===== src/rtl/nlfsr_pkg.sv =====
// Shared types and constants for the feedback shift register period checker.
package nlfsr_pkg;

   localparam int TABLE_W   = 32;
   localparam int BITS_W    = 32;
   localparam int STEPS_W   = 6;
   localparam int CNT_W     = 7;
   localparam int MAX_ORDER = 6;
   localparam int RSP_W     = 40;

   typedef struct packed {
      logic load;
      logic step;
      logic publish;
   } nlfsr_cmd_type;

   typedef struct packed {
      logic last;
   } nlfsr_status_type;

endpackage


===== src/rtl/nlfsr_dpath.sv =====
// Datapath: shift register, step counter, emitted bits and the result register.
module nlfsr_dpath
   import nlfsr_pkg::*;
#(
   parameter int ORDER = 5
)
(
   input  logic                 clock,
   input  logic [TABLE_W-1:0]   req_table,
   input  nlfsr_cmd_type        cmd,
   output nlfsr_status_type     status,
   output logic                 rsp_full_period,
   output logic                 rsp_returned_to_zero,
   output logic [STEPS_W-1:0]   rsp_steps_taken,
   output logic [BITS_W-1:0]    rsp_emitted_bits
);

   localparam int PERIOD = 1 << ORDER;
   localparam int KEEP   = (PERIOD < BITS_W) ? PERIOD : BITS_W;
   localparam logic [CNT_W-1:0] LIMIT     = CNT_W'(PERIOD + 3);
   localparam logic [CNT_W-1:0] PERIOD_C  = CNT_W'(PERIOD);
   localparam logic [CNT_W-1:0] KEEP_C    = CNT_W'(KEEP);
   localparam logic [CNT_W-1:0] SAT_C     = CNT_W'((1 << STEPS_W) - 1);

   logic [TABLE_W-1:0]   table_ff;
   logic [ORDER-1:0]     reg_ff, reg_in;
   logic [CNT_W-1:0]     steps_ff, steps_in;
   logic [BITS_W-1:0]    bits_ff, bits_in;
   logic                 zero_ff, zero_in;
   logic [MAX_ORDER-1:0] reg_wide;
   logic [ORDER:0]       shifted;
   logic                 fb;

   logic                 full_ff;
   logic                 ret_ff;
   logic [STEPS_W-1:0]   count_ff;
   logic [BITS_W-1:0]    emit_ff;

   always_comb begin
      reg_wide = MAX_ORDER'(reg_ff);
      fb       = reg_wide[MAX_ORDER-1] ? 1'b0 : table_ff[reg_wide[4:0]];
      shifted  = {reg_ff, fb};
      reg_in   = shifted[ORDER-1:0];
      steps_in = steps_ff + CNT_W'(1);
      zero_in  = (reg_in == '0);
      bits_in  = bits_ff;
      if (steps_ff < KEEP_C) begin
         bits_in[steps_ff[4:0]] = reg_ff[0];
      end
   end

   assign status.last = zero_in || (steps_in == LIMIT);

   always_ff @(posedge clock) begin
      if (cmd.load) begin
         table_ff <= req_table;
         reg_ff   <= '0;
         steps_ff <= '0;
         bits_ff  <= '0;
         zero_ff  <= 1'b0;
      end else if (cmd.step) begin
         reg_ff   <= reg_in;
         steps_ff <= steps_in;
         bits_ff  <= bits_in;
         zero_ff  <= zero_in;
      end
      if (cmd.publish) begin
         full_ff  <= zero_ff && (steps_ff == PERIOD_C);
         ret_ff   <= zero_ff;
         count_ff <= (steps_ff > SAT_C) ? SAT_C[STEPS_W-1:0] : steps_ff[STEPS_W-1:0];
         emit_ff  <= bits_ff;
      end
   end

   assign rsp_full_period      = full_ff;
   assign rsp_returned_to_zero = ret_ff;
   assign rsp_steps_taken      = count_ff;
   assign rsp_emitted_bits     = emit_ff;

endmodule


===== config.mk =====
export PLATFORM = sky130hd
export DESIGN_NAME = nlfsr_dpath
export DESIGN_NICKNAME = d
export VERILOG_FILES = /design/src/rtl/nlfsr_pkg.sv /design/src/rtl/nlfsr_dpath.sv
export SDC_FILE = /design/constraint.sdc
export NUM_CORES = 1
export LEC_CHECK = 0
export BUFFER_PORTS_ARGS = -buffer_cell sky130_fd_sc_hd__buf_2
export CORE_UTILIZATION = 60
export CTS_BUF_LIST = sky130_fd_sc_hd__clkbuf_16
export DETAILED_ROUTE_END_ITERATION = 10
export GPL_ROUTABILITY_DRIVEN = 0
export HOLD_SLACK_MARGIN = 0.15
export PLACE_DENSITY = 0.84
export SYNTH_ARGS = -nofsm -noshare
export SYNTH_HDL_FRONTEND = slang
export SYNTH_SLANG_ARGS = --single-unit

===== constraint.sdc =====
create_clock -name clock -period 3.3 [get_ports clock]
set_clock_uncertainty 0.05 [all_clocks]
set_input_delay 0.495 -clock clock [delete_from_list [all_inputs] [get_ports clock]]
set_output_delay 0.495 -clock clock [all_outputs]
set_load 0.1 [all_outputs]

# ---- Yosys cells after proc, flatten, opt, wreduce, memory -nomap -nowiden
# Index checks and enable logic that the tools add are counted.
dict set report op_classes {
  add_sub_neg 1
  order_cmp 5
  n_eq_ne 2
  mux 5
  n_reduce_logical 5
}
# operator count
set ops {}
lappend ops {{bitwise mux 32 bit} 1}
lappend ops {{equality test 7 x 6 -> 1 bit, second input constant} 2}
lappend ops {{< comparator 5 x 6 -> 1 bit, second input constant} 2}
lappend ops {{adder 7 x 1 -> 7 bit, second input constant} 1}
lappend ops {{greater-than comparator 7 x 6 -> 1 bit, second input constant} 1}
lappend ops {{< comparator 7 x 6 -> 1 bit, second input constant} 1}
lappend ops {{binary-select mux 1 bit (select 5 bit)} 1}
lappend ops {{demux 1 bit (select 5 bit)} 1}
lappend ops {{>= comparator 5 x 1 -> 1 bit, second input constant} 1}
lappend ops {{logical NOT 5 bit} 1}
lappend ops {{logical AND 1 bit} 2}
lappend ops {{2-to-1 mux 1 bit} 2}
lappend ops {{AND reduction 2 bit} 1}
lappend ops {{logical OR 1 bit} 1}
dict set report word_totals {
  regBits 117
  wordCells 27
}

# ---- Logic depth before layout (Yosys ltp)
dict set report depth {
  depth_word 5
  depth_mapped 8
  depth_no_buf 6
}

# ---- Least setup slack after synthesis
# Ideal clock, no wire load.
dict set report synth_timing {
  kind {reg-to-output}
  from {register table_ff[0]}
  to {output port status}
  t_arrival_ns 3.411
  required_ns 2.755
  path_slack_ns -0.656
  path_stages_with_launch 6
  path_buffers 0
  path_cell_list {edfxtp_1 -> nor2b_1 -> a2111oi_2 -> a221oi_1 -> a22o_1 -> o31ai_1}
}
dict set report synth_between {
  elab_chain_len 4
}
# element line_no
set synth_rtl {}
lappend synth_rtl {{start: declaration} nlfsr_dpath.sv:25} ;# logic [TABLE_W-1:0] table_ff;
lappend synth_rtl {{start signal: assignment} nlfsr_dpath.sv:56} ;# table_ff <= req_table;
lappend synth_rtl {{binary-select mux 1 bit (select 5 bit)} nlfsr_dpath.sv:41} ;# fb = reg_wide[MAX_ORDER-1] ? 1'b0 : table_ff[reg_wide[4:0]];
lappend synth_rtl {{2-to-1 mux 1 bit (implied by the code)} nlfsr_dpath.sv:41}
lappend synth_rtl {{logical NOT 5 bit} nlfsr_dpath.sv:45} ;# zero_in = (reg_in == '0);
lappend synth_rtl {{logical OR 1 bit} nlfsr_dpath.sv:52} ;# assign status.last = zero_in || (steps_in == LIMIT);
lappend synth_rtl {{end: declaration} nlfsr_dpath.sv:11} ;# output nlfsr_status_type status,
# Every way passes these cells. The select of a mux whose other input is x is not followed.

# ---- Worst setup path after layout
dict set report layout_timing {
  from {register reg_ff[1]}
  to {output port status}
}
dict set report layout_between {
  elab_chain_len 4
}
# element line_no
set layout_rtl {}
lappend layout_rtl {{start: declaration} nlfsr_dpath.sv:26} ;# logic [ORDER-1:0] reg_ff, reg_in;
lappend layout_rtl {{start signal: assignment} nlfsr_dpath.sv:62} ;# reg_ff <= reg_in;
lappend layout_rtl {{binary-select mux 1 bit (select 5 bit)} nlfsr_dpath.sv:41}
lappend layout_rtl {{2-to-1 mux 1 bit (implied by the code)} nlfsr_dpath.sv:41}
lappend layout_rtl {{logical NOT 5 bit *} nlfsr_dpath.sv:45}
lappend layout_rtl {{logical OR 1 bit *} nlfsr_dpath.sv:52}
# Every way passes the cells marked *; elsewhere a longest branch is shown, timed or not. The select of a mux whose other input is x is not followed.

==> flow_summary.toml <==
[status]
status = "finished clean"

[power_and_ir_drop]
power_density_nw_per_um2 = 655
combPwrFrac = 0.096
peakVddDrop_uv = 452
clkPwrFrac = 0.455
p_seq_frac = 0.449
power.share.switching = 0.242
intPower_mw = 2.78
power_leakage_nw = 2.15
p_sw_mw = 0.888

[timing]
setup_tns_ps = 0
final.min_clock_period_ps = 3060
drv_slew = 0
finalSetupViolCount = 0
max_slew_margin = 0.341
max_freq_mhz = 327
hold_viol_final = 0
max_slew.worst_pin.slew_ps = 989
period_share = 0.927
rsz0062_at_grt = "no"

[clock_network]
clk_pin_slew_ps = 50
cts_tree = "yes"
post_cts_buffers = 0
postCtsHoldBufs = 0
clockBufferDepth = 2
h-tree-depth = 4
cts-root-buf = "clkbuf_16"
cts_sinks = 117
numCtsBuffers = 17
insertion_delay_ps = 410
cts_resized = 1

[final_layout]
drive_gt1_frac = 0.269
fin_nets = 485
layout_commonest_cell = "buf_2"
antenna_cells = 0
syn2layout_area_growth_pct = 21.8
final_cell_mix = "buf_2, edfxtp_1, nor2_1, dfxtp_1, nand2_1"
layout.cells.non_filler = 556

[grt]
grt_max_degree = 52
grt.total_usage = 0.237
grt_pass1_wl_um = 13500
antenna_found_initial = 0
grt_remaining_overflow = 0
grt_pass1_vias = 2821

[synth]
synth_edf_count = 72
synth.avg_cell_area_um2 = 12.5
synth_area_um2 = 4600
synth_top_area_cell = "edfxtp_1"
ys_ff_latch = 117
yosysSeqAreaShare = 0.665
synthesis.nets = 410
postSynthCellCount = 369
synth_area_leaders = "edfxtp_1, dfxtp_1, mux2i_1, nor2_1, nand2_1"
ys_warn_count = 0
async_flop_share = 0
yosysTopAreaCellShare = 0.470
synthFlopType = "edfxtp_1"
yosysUniqueCellTypes = 43

[hold_path]
hold_path_class = "in -> reg"

[setup_path]
path_max_fanout = 16
required_ps = 2750
cp_data_arrival_time_ps = 2510
start_kind = "flip-flop"
worstSetupPathType = "reg -> out"
end_kind = "primary output"

[die]
die_h_um = 89.6
initial_core_util = 0.628
rows = 31
fp.dieArea_um2 = 8030
boundaryPins = 77
die_w_um = 89.6
coreArea_um2 = 7330

[detailed_routing]
drt-initial-drc-count = 167
routed_via_density = 5.48
wire_per_inst_um = 15.3
vias = 3045
drc = 0
ant_nets = 0
wl_um = 8510
first_pass_iters = 4

[job]
max_cap_viol_count = 0

[placed_design]
hpwl_um = 5360
place_inst = 524
port_buffers = 76
==> critical path, stage by stage (launching register included) <==
cell,delay [ps]
dfxtp_2,580
buf_4,270
mux2i_1,230
a211oi_1,110
a22o_1,280
o31ai_2,410
buf_12,230
==> cell type report <==
| class | count | area, um2 |
|---|---|---|
| clock buffer | 17 | 425 |
| clock inverter | 15 | 124 |
| fill | 448 | 1720 |
| inverter | 4 | 15.0 |
| multi-input combinational | 223 | 1420 |
| sequential | 117 | 3060 |
| tap | 99 | 124 |
| timing repair buffer | 81 | 433 |
==> layer usage <==
layer  global-route usage  vias to the layer above  wire, um
met5                    0                        -         0
met4                0.118                        0       102
met3               0.0731                       10       424
met2                0.404                      110      4410
met1                0.273                     1453      3580
li1                     -                     1472         -
==> cell usage after synthesis, drive strengths merged (2+ instances only) <==
cell type / instances
edfxtp: 72
nor2: 49
dfxtp: 45
nand2: 34
mux2i: 33
a21oi: 20
nand3: 18
buf: 14
clkbuf: 11
and2: 5
ha: 5
nor3b: 5
or2: 5
xor2: 5
a2111oi: 4
inv: 4
nand3b: 4
nand4: 4
nor2b: 4
o21ai: 4
nand4b: 3
a221oi: 2
a22oi: 2
and2b: 2
o22ai: 2
or3: 2
==> logic make-up after synthesis <==
| kind of cell | Yosys count | share of synthesized area |
|---|---|---|
| adders and majority gates | 5 | 0.0136 |
| AOI/OAI and AO/OA | 40 | 0.0625 |
| and+or+nand+nor | 139 | 0.149 |
| xor gates and xnor gates | 6 | 0.0114 |
| muxes | 33 | 0.0717 |
| buffers and inverters | 29 | 0.0269 |
| DFF | 117 | 0.665 |
==> metrics by stage <==
step / cell area, um2 / util / total power [mW] / worst slack (ps) / hold WS, ps
floorplan: 4610 / - / 1.93 / 197 / 352
global placement: 5060 / 0.690 / 2.02 / 531 / 363
detailed placement: 5060 / 0.690 / 2.02 / 438 / 369
CTS: 5610 / 0.765 / 3.69 / 222 / 204
global route: 5610 / 0.765 / 3.78 / 70.1 / 198
finish: 5610 / 0.765 / 3.67 / 242 / 214
==> power groups by stage <==
| stage | Sequential (mW) | Clock, mW | Combinational [mW] |
|---|---|---|---|
| floorplan | 1.81 | 0 | 0.125 |
| global placement | 1.68 | 0 | 0.342 |
| detailed placement | 1.68 | 0 | 0.349 |
| CTS | 1.65 | 1.69 | 0.352 |
| global route | 1.65 | 1.75 | 0.372 |
| finish | 1.65 | 1.67 | 0.351 |
==> state kept, by name, indices dropped and copies added (netlist names) <==
name,count
bits_ff,32
rsp_emitted_bits,32
rsp_full_period,1
steps_ff,7
zero_ff,1
rsp_returned_to_zero,1
reg_ff,5
rsp_steps_taken,6
table_ff,32
==> path summary, 6_finish.rpt <==
check	from	to	slack, ps	cells past startpoint
max	reg_ff[1]$_SDFFE_PP0P_	status	240	6
max reg2reg	reg_ff[1]$_SDFFE_PP0P_	zero_ff$_SDFFE_PP0P_	1360	5
min	req_table[3]	table_ff[3]$_DFFE_PP_	210	1
min reg2reg	bits_ff[4]$_SDFFE_PP0P_	rsp_emitted_bits[4]$_DFFE_PP_	380	0
Power figures use the tool's default switching activity.
